<file path="src/rtl/aesp_pkg.sv">
// ---------------------------------------------------------------------------
// aesp_pkg: shared types and constants of the escape sequence parser
// Command codes, register indexes, byte codes, mode numbers, the largest
// parameter value and the parameter store control bundle.
// ---------------------------------------------------------------------------
`timescale 1ns / 1ps
`default_nettype none
package aesp_pkg;

  // result command codes
  localparam logic [4:0] CMD_CHAR     = 5'd0;
  localparam logic [4:0] CMD_UP       = 5'd1;
  localparam logic [4:0] CMD_DOWN     = 5'd2;
  localparam logic [4:0] CMD_RIGHT    = 5'd3;
  localparam logic [4:0] CMD_LEFT     = 5'd4;
  localparam logic [4:0] CMD_SET_CUR  = 5'd5;
  localparam logic [4:0] CMD_SET_ROW  = 5'd6;
  localparam logic [4:0] CMD_SET_COL  = 5'd7;
  localparam logic [4:0] CMD_ERASE_SC = 5'd8;
  localparam logic [4:0] CMD_ERASE_LN = 5'd9;
  localparam logic [4:0] CMD_SCR_DOWN = 5'd10;
  localparam logic [4:0] CMD_SCR_UP   = 5'd11;
  localparam logic [4:0] CMD_INS_CH   = 5'd12;
  localparam logic [4:0] CMD_DEL_CH   = 5'd13;
  localparam logic [4:0] CMD_REGION   = 5'd14;
  localparam logic [4:0] CMD_SAVE     = 5'd15;
  localparam logic [4:0] CMD_RESTORE  = 5'd16;
  localparam logic [4:0] CMD_SWITCH   = 5'd17;
  localparam logic [4:0] CMD_RESET    = 5'd18;
  localparam logic [4:0] CMD_ATTR     = 5'd19;
  localparam logic [4:0] CMD_MODES    = 5'd20;

  // configuration register indexes
  localparam logic [1:0] REG_DEF_FG = 2'd0;
  localparam logic [1:0] REG_DEF_BG = 2'd1;
  localparam logic [1:0] REG_ROWS   = 2'd2;

  // byte codes
  localparam logic [7:0] CH_BEL   = 8'h07;
  localparam logic [7:0] CH_ESC   = 8'h1B;
  localparam logic [7:0] CH_INT_LO = 8'h20;
  localparam logic [7:0] CH_INT_HI = 8'h2F;
  localparam logic [7:0] CH_FIN_LO = 8'h40;
  localparam logic [7:0] CH_FIN_HI = 8'h7E;
  localparam logic [7:0] CH_ZERO  = 8'h30;
  localparam logic [7:0] CH_NINE  = 8'h39;
  localparam logic [7:0] CH_SEMI  = 8'h3B;
  localparam logic [7:0] CH_QUEST = 8'h3F;
  localparam logic [7:0] CH_LBRK  = 8'h5B;
  localparam logic [7:0] CH_RBRK  = 8'h5D;
  localparam logic [7:0] CH_7     = 8'h37;
  localparam logic [7:0] CH_8     = 8'h38;
  localparam logic [7:0] CH_AT    = 8'h40;
  localparam logic [7:0] CH_A     = 8'h41;
  localparam logic [7:0] CH_B     = 8'h42;
  localparam logic [7:0] CH_C     = 8'h43;
  localparam logic [7:0] CH_D     = 8'h44;
  localparam logic [7:0] CH_G     = 8'h47;
  localparam logic [7:0] CH_H     = 8'h48;
  localparam logic [7:0] CH_J     = 8'h4A;
  localparam logic [7:0] CH_K     = 8'h4B;
  localparam logic [7:0] CH_L     = 8'h4C;
  localparam logic [7:0] CH_M     = 8'h4D;
  localparam logic [7:0] CH_P     = 8'h50;
  localparam logic [7:0] CH_BTICK = 8'h60;
  localparam logic [7:0] CH_LC_C  = 8'h63;
  localparam logic [7:0] CH_LC_D  = 8'h64;
  localparam logic [7:0] CH_LC_F  = 8'h66;
  localparam logic [7:0] CH_LC_H  = 8'h68;
  localparam logic [7:0] CH_LC_L  = 8'h6C;
  localparam logic [7:0] CH_LC_M  = 8'h6D;
  localparam logic [7:0] CH_LC_R  = 8'h72;
  localparam logic [7:0] CH_LC_S  = 8'h73;
  localparam logic [7:0] CH_LC_U  = 8'h75;

  // mode numbers
  localparam logic [15:0] MODE_INSERT = 16'd4;
  localparam logic [15:0] MODE_CURSOR = 16'd25;
  localparam logic [15:0] MODE_ALT    = 16'd1049;
  localparam logic [15:0] MODE_PASTE  = 16'd2004;

  // largest parameter value
  localparam logic [19:0] PARAM_SAT = 20'd65535;

  // parameter store control
  typedef struct packed {
    logic       clr;
    logic       acc;
    logic [3:0] digit;
  } prm_ctrl_t;

endpackage
`default_nettype wire

</file>
<file path="src/rtl/aesp_params.sv">
// ---------------------------------------------------------------------------
// aesp_params: CSI parameter store
// Holds the decimal parameters, clears them on sequence entry and folds one
// digit a beat into the addressed entry with saturation.
// ---------------------------------------------------------------------------
`timescale 1ns / 1ps
`default_nettype none
module aesp_params #(
  parameter int MAX_PARAMS = 16,
  parameter int IW = 4
) (
  input  wire                    clk,
  input  aesp_pkg::prm_ctrl_t    ctrl,
  input  wire  [IW-1:0]          idx,
  output logic [15:0]            rd_data,
  output logic [15:0]            p_first,
  output logic [15:0]            p_second
);
  import aesp_pkg::*;

  logic [15:0] mem [MAX_PARAMS];
  logic [19:0] acc_sum;

  // value times ten plus digit
  always_comb begin
    rd_data = mem[idx];
    acc_sum = {1'b0, rd_data, 3'b000} + {3'b000, rd_data, 1'b0} + {16'd0, ctrl.digit};
  end

  always_ff @(posedge clk) begin
    if (ctrl.clr) begin
      for (int j = 0; j < MAX_PARAMS; j++) mem[j] <= '0;
    end else if (ctrl.acc) begin
      mem[idx] <= (acc_sum > PARAM_SAT) ? 16'hFFFF : acc_sum[15:0];
    end
  end

  assign p_first = mem[0];

  generate
    if (MAX_PARAMS > 1) begin : g_two
      assign p_second = mem[1];
    end else begin : g_one
      assign p_second = '0;
    end
  endgenerate

endmodule
`default_nettype wire

</file>
<file path="src/rtl/ansi_escape_sequence_parser.sv">
// ---------------------------------------------------------------------------
// ansi_escape_sequence_parser: terminal escape sequence decoder
// Turns a terminal byte stream into screen commands with SGR and mode state.
// ---------------------------------------------------------------------------
// Usage:
//   s_* takes one stream byte a beat. m_* gives at most one command beat per
//   byte; bytes inside sequences, OSC and DCS strings give none.
//   cfg_* writes the default colors and the screen height; write only while
//   the block is idle.
// Timing:
//   A byte is taken when the sequencer is idle and decoded in the next cycle;
//   its result, if it gives one, is loaded into the output register from the
//   emit state once that register is free. An SGR final byte walks the
//   stored parameters one per cycle on the parameter store read port, but a
//   38 or 48 whose next parameter is not 5 reads that parameter twice.
//   A new byte is taken while the previous result still waits in the output
//   register; a stalled receiver holds the sequencer before the next load.
// Reset:
//   rst (synchronous) returns to ground state, restores default colors
//   (7 and 0), 24 rows, clears attributes and mode flags and the output valid.
// ---------------------------------------------------------------------------
`timescale 1ns / 1ps
`default_nettype none
module ansi_escape_sequence_parser #(
  parameter int MAX_PARAMS = 16
) (
  input  wire         clk,
  input  wire         rst,
  input  wire         s_tvalid,
  output logic        s_tready,
  input  wire  [7:0]  s_tdata,   // [7:0] byte_in
  output logic        m_tvalid,
  input  wire         m_tready,
  output logic [63:0] m_tdata,   // [4:0] command, [20:5] arg_first,
                                 // [36:21] arg_second, [44:37] foreground,
                                 // [52:45] background, [58:53] attributes,
                                 // [59] cursor_shown, [60] paste_bracketed,
                                 // [61] insert_on, [63:62] zero
  input  wire         cfg_valid,
  output logic        cfg_ready,
  input  wire  [1:0]  cfg_index,
  input  wire  [7:0]  cfg_data
);
  import aesp_pkg::*;

  localparam int IW = (MAX_PARAMS > 1) ? $clog2(MAX_PARAMS) : 1;
  localparam int CW = $clog2(MAX_PARAMS + 1);

  typedef enum logic [1:0] {S_IDLE, S_EXEC, S_SGR, S_EMIT} seq_t;
  typedef enum logic [2:0] {P_GROUND, P_ESC, P_CSI, P_OSC, P_DCS, P_STR} pst_t;
  typedef enum logic [1:0] {PH_NORM, PH_CHK, PH_COL} phase_t;

  seq_t        st;
  pst_t        pst;
  phase_t      phase;
  logic [7:0]  b;
  logic [CW-1:0] cnt;
  logic [CW-1:0] pidx;
  logic        priv;
  logic        tgt_bg;
  logic [7:0]  def_fg, def_bg, rows;
  logic [7:0]  fg, bg;
  logic [5:0]  attr;
  logic [2:0]  mode;
  logic [4:0]  cmd;
  logic [15:0] a1, a2;

  prm_ctrl_t   pctl;
  logic [IW-1:0] idx;
  logic [15:0] rd, m0, m1;
  logic [CW-1:0] cnt_m1;
  logic [IW-1:0] k;
  logic [15:0] p1, p2, n1, n2, bot;
  logic        is_digit;
  logic        two_more;

  aesp_params #(.MAX_PARAMS(MAX_PARAMS), .IW(IW)) u_params (
    .clk      (clk),
    .ctrl     (pctl),
    .idx      (idx),
    .rd_data  (rd),
    .p_first  (m0),
    .p_second (m1)
  );

  // decode helpers
  always_comb begin
    is_digit = (b >= CH_ZERO) && (b <= CH_NINE);
    cnt_m1   = cnt - CW'(1);
    k        = (cnt == '0) ? '0 : cnt_m1[IW-1:0];
    idx      = (st == S_SGR) ? pidx[IW-1:0] : k;
    pctl.clr   = (st == S_EXEC) && (pst == P_ESC) && (b == CH_LBRK);
    pctl.acc   = (st == S_EXEC) && (pst == P_CSI) && is_digit;
    pctl.digit = b[3:0];
    p1  = (cnt > CW'(0)) ? m0 : '0;
    p2  = (cnt > CW'(1)) ? m1 : '0;
    n1  = (p1 == '0) ? 16'd1 : p1;
    n2  = (p2 == '0) ? 16'd1 : p2;
    bot = (p2 != '0) ? p2 : {8'd0, rows};
    two_more = ({1'b0, pidx} + (CW+1)'(2)) < {1'b0, cnt};
  end

  assign s_tready  = (st == S_IDLE);
  assign cfg_ready = 1'b1;

  always_ff @(posedge clk) begin
    if (rst) begin
      st       <= S_IDLE;
      pst      <= P_GROUND;
      phase    <= PH_NORM;
      cnt      <= '0;
      pidx     <= '0;
      priv     <= 1'b0;
      tgt_bg   <= 1'b0;
      def_fg   <= 8'd7;
      def_bg   <= 8'd0;
      rows     <= 8'd24;
      fg       <= 8'd7;
      bg       <= 8'd0;
      attr     <= '0;
      mode     <= '0;
      m_tvalid <= 1'b0;
    end else begin
      // configuration writes
      if (cfg_valid) begin
        unique case (cfg_index)
          REG_DEF_FG: def_fg <= cfg_data;
          REG_DEF_BG: def_bg <= cfg_data;
          REG_ROWS:   rows   <= cfg_data;
          default: ;
        endcase
      end

      // output beat taken; a load in S_EMIT keeps it valid
      if (m_tvalid && m_tready && (st != S_EMIT)) m_tvalid <= 1'b0;

      unique case (st)
        S_IDLE: begin
          if (s_tvalid) begin
            b  <= s_tdata;
            st <= S_EXEC;
          end
        end

        S_EXEC: begin
          st <= S_IDLE;
          a1 <= '0;
          a2 <= '0;
          unique case (pst)
            P_ESC: begin
              pst <= P_GROUND;
              priority if (b == CH_LBRK) begin
                pst  <= P_CSI;
                cnt  <= '0;
                priv <= 1'b0;
              end else if (b == CH_RBRK) begin
                pst <= P_OSC;
              end else if (b == CH_P) begin
                pst <= P_DCS;
              end else if (b == CH_LC_C) begin
                fg   <= def_fg;
                bg   <= def_bg;
                attr <= '0;
                mode <= '0;
                cmd  <= CMD_RESET;
                st   <= S_EMIT;
              end else if (b == CH_7) begin
                cmd <= CMD_SAVE;
                st  <= S_EMIT;
              end else if (b == CH_8) begin
                cmd <= CMD_RESTORE;
                st  <= S_EMIT;
              end else if (b == CH_M) begin
                cmd <= CMD_SCR_DOWN;
                a1  <= 16'd1;
                st  <= S_EMIT;
              end else if (b == CH_D) begin
                cmd <= CMD_SCR_UP;
                a1  <= 16'd1;
                st  <= S_EMIT;
              end else begin
              end
            end

            P_CSI: begin
              priority if (b == CH_QUEST) begin
                priv <= 1'b1;
              end else if (is_digit) begin
                if (cnt == '0) cnt <= CW'(1);
              end else if (b == CH_SEMI) begin
                if (cnt == '0) cnt <= (MAX_PARAMS >= 2) ? CW'(2) : CW'(1);
                else if (cnt < CW'(MAX_PARAMS)) cnt <= cnt + CW'(1);
              end else if (b >= CH_INT_LO && b <= CH_INT_HI) begin
              end else if (b >= CH_FIN_LO && b <= CH_FIN_HI) begin
                pst <= P_GROUND;
                st  <= S_EMIT;
                priority case (b)
                  CH_A:     begin cmd <= CMD_UP;       a1 <= n1; end
                  CH_B:     begin cmd <= CMD_DOWN;     a1 <= n1; end
                  CH_C:     begin cmd <= CMD_RIGHT;    a1 <= n1; end
                  CH_D:     begin cmd <= CMD_LEFT;     a1 <= n1; end
                  CH_H, CH_LC_F: begin
                    cmd <= CMD_SET_CUR;
                    a1  <= n1 - 16'd1;
                    a2  <= n2 - 16'd1;
                  end
                  CH_J:     begin cmd <= CMD_ERASE_SC; a1 <= p1; end
                  CH_K:     begin cmd <= CMD_ERASE_LN; a1 <= p1; end
                  CH_L:     begin cmd <= CMD_SCR_DOWN; a1 <= n1; end
                  CH_M:     begin cmd <= CMD_SCR_UP;   a1 <= n1; end
                  CH_AT:    begin cmd <= CMD_INS_CH;   a1 <= n1; end
                  CH_P:     begin cmd <= CMD_DEL_CH;   a1 <= n1; end
                  CH_LC_D:  begin cmd <= CMD_SET_ROW;  a1 <= n1 - 16'd1; end
                  CH_G, CH_BTICK: begin cmd <= CMD_SET_COL; a1 <= n1 - 16'd1; end
                  CH_LC_M: begin
                    cmd <= CMD_ATTR;
                    if (cnt == '0) begin
                      fg   <= def_fg;
                      bg   <= def_bg;
                      attr <= '0;
                    end else begin
                      pidx  <= '0;
                      phase <= PH_NORM;
                      st    <= S_SGR;
                    end
                  end
                  CH_LC_R: begin
                    cmd <= CMD_REGION;
                    a1  <= n1 - 16'd1;
                    a2  <= (bot != '0) ? bot - 16'd1 : '0;
                  end
                  CH_LC_S:  cmd <= CMD_SAVE;
                  CH_LC_U:  cmd <= CMD_RESTORE;
                  CH_LC_H, CH_LC_L: begin
                    cmd <= CMD_MODES;
                    priority if (priv && p1 == MODE_ALT) begin
                      cmd <= CMD_SWITCH;
                      a1  <= {15'd0, (b == CH_LC_H)};
                    end else if (priv && p1 == MODE_CURSOR) begin
                      mode[0] <= (b == CH_LC_H);
                    end else if (priv && p1 == MODE_PASTE) begin
                      mode[1] <= (b == CH_LC_H);
                    end else if (!priv && p1 == MODE_INSERT) begin
                      mode[2] <= (b == CH_LC_H);
                    end else begin
                      st <= S_IDLE;
                    end
                  end
                  default: st <= S_IDLE;
                endcase
              end else begin
                pst <= P_GROUND;
              end
            end

            P_OSC: begin
              if (b == CH_BEL) pst <= P_GROUND;
              else if (b == CH_ESC) pst <= P_STR;
            end

            P_DCS: begin
              if (b == CH_ESC) pst <= P_STR;
            end

            P_STR: pst <= P_GROUND;

            default: begin
              if (b == CH_ESC) begin
                pst <= P_ESC;
              end else begin
                pst <= P_GROUND;
                cmd <= CMD_CHAR;
                a1  <= {8'd0, b};
                st  <= S_EMIT;
              end
            end
          endcase
        end

        // one stored parameter a cycle; a 38 or 48 not followed by 5 rereads the next
        S_SGR: begin
          unique case (phase)
            PH_CHK: begin
              // not ;5;n: the parameter after 38 or 48 is walked as usual
              if (rd == 16'd5) begin
                pidx  <= pidx + CW'(1);
                phase <= PH_COL;
              end else begin
                phase <= PH_NORM;
              end
            end
            PH_COL: begin
              if (tgt_bg) bg <= rd[7:0];
              else fg <= rd[7:0];
              pidx  <= pidx + CW'(1);
              phase <= PH_NORM;
            end
            default: begin
              if (pidx >= cnt) begin
                st <= S_EMIT;
              end else begin
                pidx <= pidx + CW'(1);
                priority if (rd == 16'd0) begin
                  fg <= def_fg; bg <= def_bg; attr <= '0;
                end else if (rd == 16'd1)  attr[0] <= 1'b1;
                else if (rd == 16'd3)  attr[2] <= 1'b1;
                else if (rd == 16'd4)  attr[1] <= 1'b1;
                else if (rd == 16'd5)  attr[3] <= 1'b1;
                else if (rd == 16'd7)  attr[4] <= 1'b1;
                else if (rd == 16'd9)  attr[5] <= 1'b1;
                else if (rd == 16'd22) attr[0] <= 1'b0;
                else if (rd == 16'd23) attr[2] <= 1'b0;
                else if (rd == 16'd24) attr[1] <= 1'b0;
                else if (rd == 16'd25) attr[3] <= 1'b0;
                else if (rd == 16'd27) attr[4] <= 1'b0;
                else if (rd == 16'd29) attr[5] <= 1'b0;
                else if (rd >= 16'd30 && rd <= 16'd37) fg <= rd[7:0] - 8'd30;
                else if ((rd == 16'd38 || rd == 16'd48) && two_more) begin
                  tgt_bg <= (rd == 16'd48);
                  phase  <= PH_CHK;
                end
                else if (rd == 16'd39) fg <= def_fg;
                else if (rd >= 16'd40 && rd <= 16'd47) bg <= rd[7:0] - 8'd40;
                else if (rd == 16'd49) bg <= def_bg;
                else if (rd >= 16'd90 && rd <= 16'd97) fg <= rd[7:0] - 8'd82;
                else if (rd >= 16'd100 && rd <= 16'd107) bg <= rd[7:0] - 8'd92;
                else begin
                end
              end
            end
          endcase
        end

        // load the output register once it is free
        S_EMIT: begin
          if (!m_tvalid || m_tready) begin
            m_tvalid <= 1'b1;
            m_tdata  <= {2'b00, mode[2], mode[1], mode[0], attr, bg, fg, a2, a1, cmd};
            st       <= S_IDLE;
          end
        end

        default: st <= S_IDLE;
      endcase
    end
  end

endmodule
`default_nettype wire
</file>
<file path="config.mk">
export PLATFORM = sky130hd
export DESIGN_NAME = ansi_escape_sequence_parser
export DESIGN_NICKNAME = d
export VERILOG_FILES = /design/src/rtl/aesp_pkg.sv /design/src/rtl/aesp_params.sv /design/src/rtl/ansi_escape_sequence_parser.sv
export SDC_FILE = /design/constraint.sdc
export NUM_CORES = 1
export LEC_CHECK = 0
export BUFFER_PORTS_ARGS = -buffer_cell sky130_fd_sc_hd__clkbuf_2
export CAP_MARGIN = 20
export CELL_PAD_IN_SITES_DETAIL_PLACEMENT = 1
export CELL_PAD_IN_SITES_GLOBAL_PLACEMENT = 2
export CORE_UTILIZATION = 35
export DETAILED_ROUTE_END_ITERATION = 10
export PLACE_DENSITY = 0.82
export SLEW_MARGIN = 10
export SYNTH_ARGS = -nofsm -noshare
export SYNTH_HDL_FRONTEND = slang
export SYNTH_SLANG_ARGS = --single-unit
</file>
<file path="constraint.sdc">
create_clock -name clk -period 16.2 [get_ports clk]
set_clock_uncertainty 0.1 [all_clocks]
set_input_delay 2.43 -clock clk [delete_from_list [all_inputs] [get_ports clk]]
set_output_delay 2.43 -clock clk [all_outputs]
set_load 0.03 [all_outputs]
</file>
==> results of run 1 <==
synth_stat cells (9+ instances only):
cell type,instances,share of area [%]
nor2_1,428,6.4
a31oi_1,51,1.3
nor4_1,23,0.57
inv_1,43,0.64
xnor2_1,18,0.63
o21bai_1,11,0.33
a211oi_1,38,1.1
nand4_1,10,0.25
and3_1,21,0.52
o31ai_1,12,0.36
dfxtp_1,69,5.5
buf_1,28,0.42
a221oi_1,18,0.63
mux4_2,9,0.81
nand3b_1,14,0.42
nor2b_1,20,0.50
a21oi_1,155,3.1
o2bb2ai_1,31,1.1
o21ai_0,136,2.7
nand3_1,38,0.76
nand2_1,209,3.1
clkbuf_1,115,1.7
o21a_1,15,0.45
a22oi_1,54,1.6
nor3_1,42,0.84
buf_2,36,0.72
and2_1,27,0.67
or3_1,27,0.67
ha_1,67,3.3
a211o_1,22,0.77
mux2i_1,124,4.9
nand2b_1,15,0.37
o22ai_1,23,0.57
o211ai_1,13,0.39
mux2_2,27,1.2
edfxtp_1,363,43
worst reg2reg max path, cell delays in order (launching register included):
cell and delay (ns):
dfxtp_2 0.31, buf_4 0.43, inv_1 0.39, ha_4 0.28
or4b_4 0.60, a21oi_1 0.28, a22oi_2 0.85, a31oi_1 0.29
nor4_4 0.83, inv_2 0.36, ha_1 0.38, ha_1 0.23
fa_1 0.40, a21o_1 0.19, a21oi_1 0.22, o21bai_1 0.09
a21oi_1 0.22, nor2b_1 0.07, o21a_1 0.19, o31a_1 0.26
o41ai_1 0.61, a21oi_2 0.35, buf_8 0.26, a211oi_2 0.94
nor2_1 0.12
cell type report:
type | instances | area, µm²
Fill cell | 7939 | 42200
Sequential cell | 432 | 12300
Multi-Input combinational cell | 1883 | 12100
Clock buffer | 58 | 1320
Tap cell | 940 | 1180
Timing Repair Buffer | 153 | 977
Clock inverter | 33 | 394
Inverter | 48 | 180
power groups by stage:
stage | Sequential, mW | Clock (mW) | Combinational (mW)
6_report | 1.22 | 1.19 | 0.376
5_1_grt | 1.22 | 1.25 | 0.399
4_1_cts | 1.22 | 1.21 | 0.367
3_5_place_dp | 1.25 | 0 | 0.362
3_3_place_gp | 1.24 | 0 | 0.348
2_1_floorplan | 1.24 | 0 | 0.228
routing by layer:
metal	global-route usage [%]	wire length (µm)	vias up	share of wire [%]
li1	-	-	9609	-
met1	34.2	40300	11200	43
met2	40.2	43300	981	46
met3	2.91	6500	183	6.9
met4	9.90	3340	0	3.6
met5	0	0	-	0
flip-flops by register name, summed over array words and instances, names as in the netlist, 5 cells and up, named ones only:
signal	cells
bg	8
def_bg	8
attr	6
b	8
u_params.mem	256
a1	16
m_tdata	62
def_fg	8
a2	16
fg	8
rows	8
pidx	5
cmd	5
cnt	5
how the worst min path moves through the flow:
stage / from / to / depth (start not counted)
after global placement: a2[7] / m_tdata[28] / 0
after detailed placement: a2[1] / m_tdata[22] / 0
after floorplan: cmd[0] / m_tdata[0] / 0
final: a2[1] / m_tdata[22] / 0
after global routing: a1[5] / m_tdata[10] / 0
after CTS: a1[5] / m_tdata[10] / 0
per-stage QoR:
step / total power, mW / cells / hold WS (ns) / area (µm²)
after floorplan: 1.47 / 2551 / 0.300 / 25200
after global placement: 1.59 / 3449 / 0.303 / 26600
after detailed placement: 1.61 / 3452 / 0.307 / 26600
after CTS: 2.80 / 3543 / 0.321 / 28400
after global routing: 2.87 / 3547 / 0.321 / 28400
final: 2.79 / 3547 / 0.320 / 28400
kinds of logic (layout without fill, tap and decap cells):
kind of cell,after synthesis,in the layout,synth area share [%]
other,2,3,0.0298
flip-flops,432,432,48.8
multiplexers,161,161,6.99
AO/OA/AOI/OAI,705,705,19.1
AND/OR/NAND/NOR,921,921,16.9
XOR/XNOR,24,24,0.835
buffers and inverters,236,292,3.84
adder cells (fa/ha/maj),69,69,3.49
==> qor.yml, run 1 <==
grt:
  antenna_found_initial: 2
  grtUsageTotal_pct: 25.0
  grt-ovfl-total: 0
  grt_pass1_wl_mm: 140
  grt_pass1_vias: 22300
  grt_max_degree: 63
critical_path:
  worst-path-buf-inv: 4
  startpoint_type: "register"
  worst-path-stages: 24
  crit_path_max_fanout: 50
  cp.required_ns: 16.43
  crit_chain: "buf_4, inv_1, ha_4, or4b_4, a21oi_1, a22oi_2, a31oi_1, nor4_4, inv_2, ha_1, ha_1, fa_1, a21o_1, a21oi_1, o21bai_1, a21oi_1, nor2b_1, o21a_1, o31a_1, o41ai_1, a21oi_2, buf_8, a211oi_2, nor2_1"
  crit_end: "u_params.mem[8][3]"
  crit_slowest_cell: "a211oi_2"
  r2r_cells: 24
  arrival_ns: 9.79
  critPathTopFamily: "compound AO/OA/AOI/OAI gates"
  critPathLaunch: "cnt[0]"
  reg2reg_slack_ns: 6.63
  r2r_end: "u_params.mem[8][3]"
  r2r-start: "cnt[0]"
  worstSetupPathType: "reg2reg"
  path_common_cell: "a21oi_1"
  cp_slowest_stage_delay_ns: 0.94
  endpoint_kind: "register"
floorplan:
  die_h_um: 270
  rows: 97
  core_area_mm2: 0.0706
  die_area_mm2: 0.0730
  start_util_pct: 35.6
  die_x_um: 270
  ios: 90
logic_synthesis:
  synth_edf_count: 363
  netlist-cell-type-count: 99
  synthesis.area_mm2: 0.0252
  async_reset_ff_share_pct: 0
  ys_warn_count: 0
  synth_area_per_cell_um2: 9.87
  ys.flop_type: "edfxtp_1"
  syn_inst: 2550
  ys_seq_area_share_pct: 48.8
  ys_ff_latch: 432
timing:
  max-slew-margin-rel_pct: 23.8
  finalSetupTns_ns: 0
  rsz0062_at_grt: "false"
  post-route-period-util_pct: 59.1
  finalCriticalPeriod_ns: 9.57
  setup_viol: 0
  hold_violations: 0
  fin_ws_ns: 6.63
  fmax_ghz: 0.105
  slew_viol_final: 0
  worst_pin_slew_ns: 1.14
pwr:
  pwr-share-comb_pct: 13.4
  p_sw_share_pct: 27.6
  ir_drop_uv: 92.8
  clkPwrFrac_pct: 42.8
  power_density_mw_per_mm2: 98.3
  p_leak_nw: 9.42
  seq_power_share_pct: 43.8
  intPower_mw: 2.02
  total_switching_power_mw: 0.770
clock_tree:
  cts_buffer_depth: 3
  clk_latency_ns: 0.64
  hold_buffers: 0
  cts-root-buf: "clkbuf_16"
  postCtsSetupBuffers: 0
  cts_resized: 0
  htreeDepth: 2
  path_clk_slew_ns: 0.06
  cts_num_sinks: 432
  cts_buffers: 49
  cts_tree: "built"
route:
  via_count: 21900
  wire_per_inst_um: 26.4
  drt_iter0_markers: 2356
  drc: 0
  totalWireLength_mm: 93.5
  first_pass_iters: 5
  viasPerCell: 6.18
  postRouteAntennaNets: 0
place:
  place.port_buffers: 86
  dp_worst_setup_slack_ns: 6.69
  hpwl_mm: 63.0
  place.gp.congestion: 0.909
flow_run:
  cap_violations: 0
finish:
  area_growth_pct: 12.9
  layout_common_cells: "nor2_1 (427), edfxtp_1 (363), nand2_1 (209)"
  diodes: 0
  fin_nets: 2659
  final_layout_size_suffix_gt1_share_pct: 13.2
  final_util_pct: 40.2
  final_common_cell: "nor2_1"
hold_path:
  hold_class: "reg2reg"
outcome:
  status: "finished clean"
Power figures use the tool's default switching activity.
==> run 2: changes to the inputs <==
--- a/config.mk
+++ b/config.mk
@@ -11,7 +11,7 @@
 export CELL_PAD_IN_SITES_GLOBAL_PLACEMENT = 2
 export CORE_UTILIZATION = 35
 export DETAILED_ROUTE_END_ITERATION = 10
-export PLACE_DENSITY = 0.82
+export PLACE_DENSITY = 0.85
 export SLEW_MARGIN = 10
 export SYNTH_ARGS = -nofsm -noshare
 export SYNTH_HDL_FRONTEND = slang
==> constraint.sdc (replaced) <==
create_clock -name clk -period 8.7 [get_ports clk]
set_clock_uncertainty 0.1 [all_clocks]
set_input_delay 1.305 -clock clk [delete_from_list [all_inputs] [get_ports clk]]
set_output_delay 1.305 -clock clk [all_outputs]
set_load 0.03 [all_outputs]
==> qor.yml, run 2 (synthesized netlist as in run 1, its figures left out) <==
place:
  placed_cells: 3493  # was 3452
  place.gp.congestion: 0.919  # was 0.909
  place.port_buffers: 86  # unchanged
  hpwl_mm: 65.4  # was 63.0 mm
timing:
  worst_pin_slew_ns: 1.18  # was 1.14 ns
  fmax_ghz: 0.124  # was 0.105 GHz
  setup_viol: 0  # unchanged
  whs_ns: 0.316  # was 0.320 ns
  slew_viol_final: 0  # unchanged
  post-route-period-util_pct: 92.9  # was 59.1%
  rsz0062_at_grt: "false"  # unchanged
  finalSetupTns_ns: 0  # unchanged
  hold_violations: 0  # unchanged
  max-slew-margin-rel_pct: 20.8  # was 23.8%
  finalCriticalPeriod_ns: 8.09  # was 9.57 ns
floorplan:
  die_x_um: 270  # unchanged
  start_util_pct: 35.6  # unchanged
  ios: 90  # unchanged
  die_area_mm2: 0.0730  # unchanged
  rows: 97  # unchanged
  core_area_mm2: 0.0706  # unchanged
  die_h_um: 270  # unchanged
route:
  postRouteAntennaNets: 0  # unchanged
  drc: 0  # unchanged
  drt_iter0_markers: 2194  # was 2356
  viasPerCell: 6.17  # was 6.18
  first_pass_iters: 5  # unchanged
  wire_per_inst_um: 26.8  # was 26.4 µm
  totalWireLength_mm: 95.9  # was 93.5 mm
  via_count: 22100  # was 21900
finish:
  largest_reg_flops: 256  # unchanged
  final_util_pct: 40.5  # was 40.2%
  diodes: 0  # unchanged
  final_layout_size_suffix_gt1_share_pct: 14.1  # was 13.2%
  largest-register: "u_params.mem"  # unchanged
  final_common_cell: "nor2_1"  # unchanged
  final_cells: 3583  # was 3547
  area_growth_pct: 13.7  # was 12.9%
  top_regs: "u_params.mem x256, m_tdata x62"  # unchanged
  fin_nets: 2696  # was 2659
  layout_common_cells: "nor2_1 (427), edfxtp_1 (363), nand2_1 (209)"  # unchanged
clock_tree:
  hold_buffers: 0  # unchanged
  cts_buffer_depth: 3  # unchanged
  cts_num_sinks: 432  # unchanged
  htreeDepth: 2  # unchanged
  path_clk_slew_ns: 0.07  # was 0.06 ns
  cts_buffers: 48  # was 49
  clk_latency_ns: 0.64  # about the same
  cts-root-buf: "clkbuf_16"  # unchanged
  cts_resized: 0  # unchanged
  cts_tree: "built"  # unchanged
  postCtsSetupBuffers: 0  # unchanged
critical_path:
  worstSetupPathType: "reg2reg"  # unchanged
  crit_path_max_fanout: 50  # unchanged
  crit_slowest_cell: "o31ai_1"  # was a211oi_2
  cp_slowest_stage_delay_ns: 0.90  # was 0.94 ns
  worst-path-buf-inv: 5  # was 4
  arrival_ns: 8.36  # was 9.79 ns
  path_common_cell: "inv_1"  # was a21oi_1
  r2r-start: "cnt[1]"  # was cnt[0]
  endpoint_kind: "register"  # unchanged
  crit_chain: "inv_1, ha_4, o31ai_1, mux4_2, a22o_1, a221o_1, inv_1, fa_1, inv_1, fa_1, a21o_1, a21oi_1, o21bai_1, a21oi_1, nor2b_1, o21a_1, o31a_1, o41ai_1, a21oi_2, buf_4, a211oi_2, buf_4, nor2_1"  # was buf_4, inv_1, ha_4, or4b_4, a21oi_1, a22oi_2, a31oi_1, nor4_4, inv_2, ha_1, ha_1, fa_1, a21o_1, a21oi_1, o21bai_1, a21oi_1, nor2b_1, o21a_1, o31a_1, o41ai_1, a21oi_2, buf_8, a211oi_2, nor2_1
  startpoint_type: "register"  # unchanged
  critPathLaunch: "cnt[1]"  # was cnt[0]
  cp.required_ns: 8.97  # was 16.43 ns
  critPathTopFamily: "compound AO/OA/AOI/OAI gates"  # unchanged
pwr:
  p_leak_nw: 9.52  # was 9.42 nW
  power_density_mw_per_mm2: 175  # was 98.3 mW/mm²
  ir_drop_uv: 142  # was 92.8 µV
grt:
  grt_max_degree: 63  # unchanged
  grt-ovfl-total: 0  # unchanged
  antenna_found_initial: 3  # was 2
  grt_pass1_wl_mm: 143  # was 140 mm
  grtUsageTotal_pct: 25.6  # was 25.0%
  grt_pass1_vias: 22900  # was 22300
hold_path:
  hp-start: "a1[2]"  # was a2[1]
  hold_class: "reg2reg"  # unchanged
outcome:
  status: "finished clean"  # unchanged
flow_run:
  cap_violations: 0  # unchanged
run 2: worst paths after layout:
check | to | slack, ns | cells after the start
setup / recovery | u_params.mem[9][6] | 0.61 | 23
hold / removal | m_tdata[7] | 0.32 | 0
setup reg to reg | u_params.mem[9][6] | 0.61 | 23
hold reg to reg | m_tdata[7] | 0.32 | 0
run 2: where the power goes:
group,switching [mW],internal (mW)
sequential,0.0208,2.26
combinational,0.445,0.223
clock,0.902,1.17
total,1.37,3.65
run 2: area by class of cell:
| class | instances | area [µm²] |
|---|---|---|
| inverters | 48 | 180 |
| fillers | 7983 | 42000 |
| repair buffers | 191 | 1280 |
| flip-flops and latches | 432 | 12300 |
| clock inverters | 30 | 319 |
| multi-input cells | 1883 | 12100 |
| well taps | 940 | 1180 |
| clock buffers | 59 | 1270 |
run 2: stage by stage:
step                      power, mW  setup slack [ns]  area [µm²]
after global routing           5.17             0.260       28600
after CTS                      5.04             0.781       28600
final                          5.02             0.614       28600
after detailed placement       2.97             0.766       27000
after floorplan                2.74              1.36       25200
after global placement         2.95              1.16       26900
run 2: layer usage:
metal  global-route usage (%)  part of all wire (%)  vias up
met3                     4.29                   8.0      252
met5                        0                     0        -
li1                         -                     -     9687
met4                     11.8                   4.5        0
met1                     32.6                    41    11200
met2                     42.2                    47      996
==> run 3: changes to the inputs <==
--- a/config.mk
+++ b/config.mk
@@ -5,13 +5,14 @@
 export SDC_FILE = /design/constraint.sdc
 export NUM_CORES = 1
 export LEC_CHECK = 0
+export ABC_AREA = 1
 export BUFFER_PORTS_ARGS = -buffer_cell sky130_fd_sc_hd__clkbuf_2
 export CAP_MARGIN = 20
 export CELL_PAD_IN_SITES_DETAIL_PLACEMENT = 1
 export CELL_PAD_IN_SITES_GLOBAL_PLACEMENT = 2
-export CORE_UTILIZATION = 35
+export CORE_UTILIZATION = 34
 export DETAILED_ROUTE_END_ITERATION = 10
-export PLACE_DENSITY = 0.85
+export PLACE_DENSITY = 0.88
 export SLEW_MARGIN = 10
 export SYNTH_ARGS = -nofsm -noshare
 export SYNTH_HDL_FRONTEND = slang
==> qor.yml, run 3 <==
outcome:
  status: "finished clean"  # unchanged
logic_synthesis:
  synth_top_area_share_pct: 44.4  # was 43.3%
  synth_top_family_by_area: "simple AND/OR/NAND/NOR gates"  # was compound AO/OA/AOI/OAI gates
  netlist-cell-type-count: 56  # was 99
  synth_edf_count: 363  # unchanged
  syn_inst: 3084  # was 2550
  synthTopCellsByCount: "nand2_1 (916), nor2_1 (521), edfxtp_1 (363), inv_1 (285), nand3_1 (212)"  # was nor2_1 (428), edfxtp_1 (363), nand2_1 (209), a21oi_1 (155), o21ai_0 (136)
  synth_xor_area_share_pct: 1.14  # was 0.835%
  synth.most_common_cell: "nand2_1"  # was nor2_1
  synthesis.area_mm2: 0.0246  # was 0.0252 mm²
  yosysTopAreaCell: "edfxtp_1"  # unchanged
  ys_seq_area_share_pct: 50.0  # was 48.8%
  ys_warn_count: 0  # unchanged
  synth_simple_gate_area_share_pct: 30.4  # was 16.9%
  ys.flop_type: "edfxtp_1"  # unchanged
  ys_ff_latch: 432  # unchanged
  synth_area_per_cell_um2: 7.96  # was 9.87 µm²
  synthTopCellsByArea: "edfxtp_1 (44%), nand2_1 (14%), nor2_1 (8.0%), dfxtp_1 (5.6%), inv_1 (4.4%)"  # was edfxtp_1 (43%), nor2_1 (6.4%), dfxtp_1 (5.5%), mux2i_1 (4.9%), ha_1 (3.3%)
  synthMuxAreaShare_pct: 0  # was 6.99%
  synthAdderAreaFrac_pct: 3.58  # was 3.49%
  synth-compound-area-share_pct: 7.32  # was 19.1%
  async_reset_ff_share_pct: 0  # unchanged
timing:
  max-slew-margin-rel_pct: 25.4  # was 20.8%
  finalCriticalPeriod_ns: 8.01  # was 8.09 ns
  setup_viol: 0  # unchanged
  hold_violations: 0  # unchanged
  worst_pin_slew_ns: 1.12  # was 1.18 ns
  slew_viol_final: 0  # unchanged
  rsz0062_at_grt: "false"  # unchanged
  fmax_ghz: 0.125  # was 0.124 GHz
  finalSetupTns_ns: 0  # unchanged
  post-route-period-util_pct: 92.1  # was 92.9%
critical_path:
  crit_slowest_cell: "a21oi_2"  # was o31ai_1
  arrival_ns: 8.26  # was 8.36 ns
  r2r-start: "cnt[0]"  # was cnt[1]
  crit_path_max_fanout: 25  # was 50
  cp.required_ns: 8.95  # was 8.97 ns
  r2r_cells: 35  # was 23
  cp_slowest_stage_delay_ns: 0.85  # was 0.90 ns
  r2r_end: "u_params.mem[8][7]"  # was u_params.mem[9][6]
  worstSetupPathType: "reg2reg"  # unchanged
  reg2reg_slack_ns: 0.69  # was 0.61 ns
  endpoint_kind: "register"  # unchanged
  path_common_cell: "nand2_1"  # was inv_1
  startpoint_type: "register"  # unchanged
finish:
  largest-register: "u_params.mem"  # unchanged
  diodes: 0  # unchanged
  final_common_cell: "nand2_1"  # was nor2_1
  num-fill-cells: 8708  # was 7983
  top_regs: "u_params.mem x256, m_tdata x62"  # unchanged
  layout_common_cells: "nand2_1 (915), nor2_1 (519), edfxtp_1 (363)"  # was nor2_1 (427), edfxtp_1 (363), nand2_1 (209)
  largest_reg_flops: 256  # unchanged
  final_layout_size_suffix_gt1_share_pct: 9.04  # was 14.1%
  area_growth_pct: 12.1  # was 13.7%
  final_util_pct: 38.5  # was 40.5%
  fin_nets: 3224  # was 2696
  final_cells: 4124  # was 3583
floorplan:
  rows: 98  # was 97
  core_area_mm2: 0.0715  # was 0.0706 mm²
  die_x_um: 271  # was 270 µm
  ios: 90  # unchanged
  die_h_um: 271  # was 270 µm
  start_util_pct: 34.4  # was 35.6%
  die_area_mm2: 0.0733  # was 0.0730 mm²
route:
  drc: 0  # unchanged
  viasPerCell: 5.18  # was 6.17
  drt_iter0_markers: 1687  # was 2194
  wire_per_inst_um: 20.3  # was 26.8 µm
  postRouteAntennaNets: 0  # unchanged
  via_count: 21400  # was 22100
  first_pass_iters: 5  # unchanged
  totalWireLength_mm: 83.8  # was 95.9 mm
pwr:
  total_switching_power_mw: 4.77  # was 1.37 mW
  pwr-share-comb_pct: 54.7  # was 13.3%
  intPower_mw: 5.05  # was 3.65 mW
  seq_power_share_pct: 23.6  # was 45.4%
  power_density_mw_per_mm2: 357  # was 175 mW/mm²
  clkPwrFrac_pct: 21.7  # was 41.3%
  ir_drop_uv: 257  # was 142 µV
  p_leak_nw: 11.6  # was 9.52 nW
  p_sw_share_pct: 48.6  # was 27.2%
clock_tree:
  cts_buffer_depth: 3  # unchanged
  cts_tree: "built"  # unchanged
  cts-root-buf: "clkbuf_16"  # unchanged
  clk_latency_ns: 0.63  # was 0.64 ns
  cts_buffers: 50  # was 48
  cts_resized: 0  # unchanged
  postCtsSetupBuffers: 0  # unchanged
  hold_buffers: 0  # unchanged
  path_clk_slew_ns: 0.06  # was 0.07 ns
  htreeDepth: 2  # unchanged
  cts_num_sinks: 432  # unchanged
place:
  placed_cells: 4029  # was 3493
  place.port_buffers: 86  # unchanged
  place.gp.congestion: 0.933  # was 0.919
  hpwl_mm: 58.7  # was 65.4 mm
hold_path:
  hp-start: "a1[9]"  # was a1[2]
  hold_class: "reg2reg"  # unchanged
  holdPathEnd: "m_tdata[14]"  # was m_tdata[7]
  hold_depth: 0  # unchanged
grt:
  grtUsageTotal_pct: 22.8  # was 25.6%
  grt-ovfl-total: 0  # unchanged
  grt_pass1_vias: 21700  # was 22900
  grt_pass1_wl_mm: 130  # was 143 mm
  grt_max_degree: 111  # was 63
  antenna_found_initial: 1  # was 3
flow_run:
  cap_violations: 0  # unchanged
[run 3: cell types whose count changed in the layout (fill, tap and decap cells not counted), sizes merged, moves of 31 or more]
| cell | before | now |
|---|---|---|
| nand2 | 210 | 932 |
| inv | 47 | 300 |
| nand3 | 39 | 215 |
| mux2i | 124 | 0 |
| nor2 | 429 | 542 |
| buf | 105 | 42 |
| a22oi | 55 | 10 |
| a31oi | 51 | 7 |
| o21ai | 142 | 103 |
| o2bb2ai | 31 | 0 |
[run 3: worst max path at each step]
stage | start | endpoint | slack (ns) | depth (start not counted)
final | cnt[0] | u_params.mem[8][7] | 0.69 | 35
after floorplan | cnt[0] | u_params.mem[0][10] | 2.80 | 37
after CTS | cnt[0] | u_params.mem[8][7] | 0.78 | 35
after global placement | cnt[0] | u_params.mem[3][7] | 1.02 | 35
after global routing | cnt[0] | u_params.mem[8][7] | 0.07 | 36
after detailed placement | cnt[0] | u_params.mem[8][7] | 0.82 | 35
[run 3: worst max-delay path: cells and delay by family, from the launching register on]
family	cells	cell delay (ns)
fa+ha+maj	3	1.24
compound gates	9	2.53
simple gates	16	2.35
xor+xnor	1	0.15
buf+inv	6	0.92
flops	1	0.42
[run 3: power groups by stage]
stage / Sequential [mW] / Combinational [mW] / Clock (mW)
final: 2.32 / 5.37 / 2.13
after CTS: 2.32 / 5.30 / 2.17
after global routing: 2.33 / 5.91 / 2.24
after floorplan: 2.36 / 3.56 / 0
after global placement: 2.36 / 5.22 / 0
after detailed placement: 2.37 / 5.25 / 0
[run 3: area by class of cell]
cell class / count / area, µm² / share of cell area (%)
inverter: 302 / 1130 / 4.12
sequential: 432 / 12300 / 44.6
clock inverter: 34 / 339 / 1.23
tap: 950 / 1190 / 4.32
clock buffer: 60 / 1320 / 4.79
multi-input combinational: 2218 / 10500 / 38.1
timing repair buffer: 128 / 778 / 2.83
[run 3: per-stage QoR]
stage               power [mW]  hold slack, ns  setup slack (ns)  instance area (µm²)
floorplan                 5.92           0.300              2.80                24600
global placement          7.58           0.303              1.02                25900
detailed placement        7.62           0.306             0.821                25900
CTS                       9.79           0.319             0.780                27500
global route              10.5           0.330            0.0698                27500
finish                    9.82           0.315             0.691                27500
[run 3: kinds of logic after synthesis]
group | count (synthesis)
adders and majority gates | 69
and+or+nand+nor | 1799
AOI/OAI and AO/OA | 315
DFF | 432
xor gates and xnor gates | 32
buffers and inverters | 435
other | 2
[run 3: metal layers]
layer	share of wire [%]	routed length, µm	vias up	global-route usage, %
met5	0.016	13	-	0
met4	3.5	2910	2	8.13
met3	5.2	4320	132	2.63
met2	46	38800	563	37.1
met1	45	37800	10500	31.1
li1	-	-	10200	-
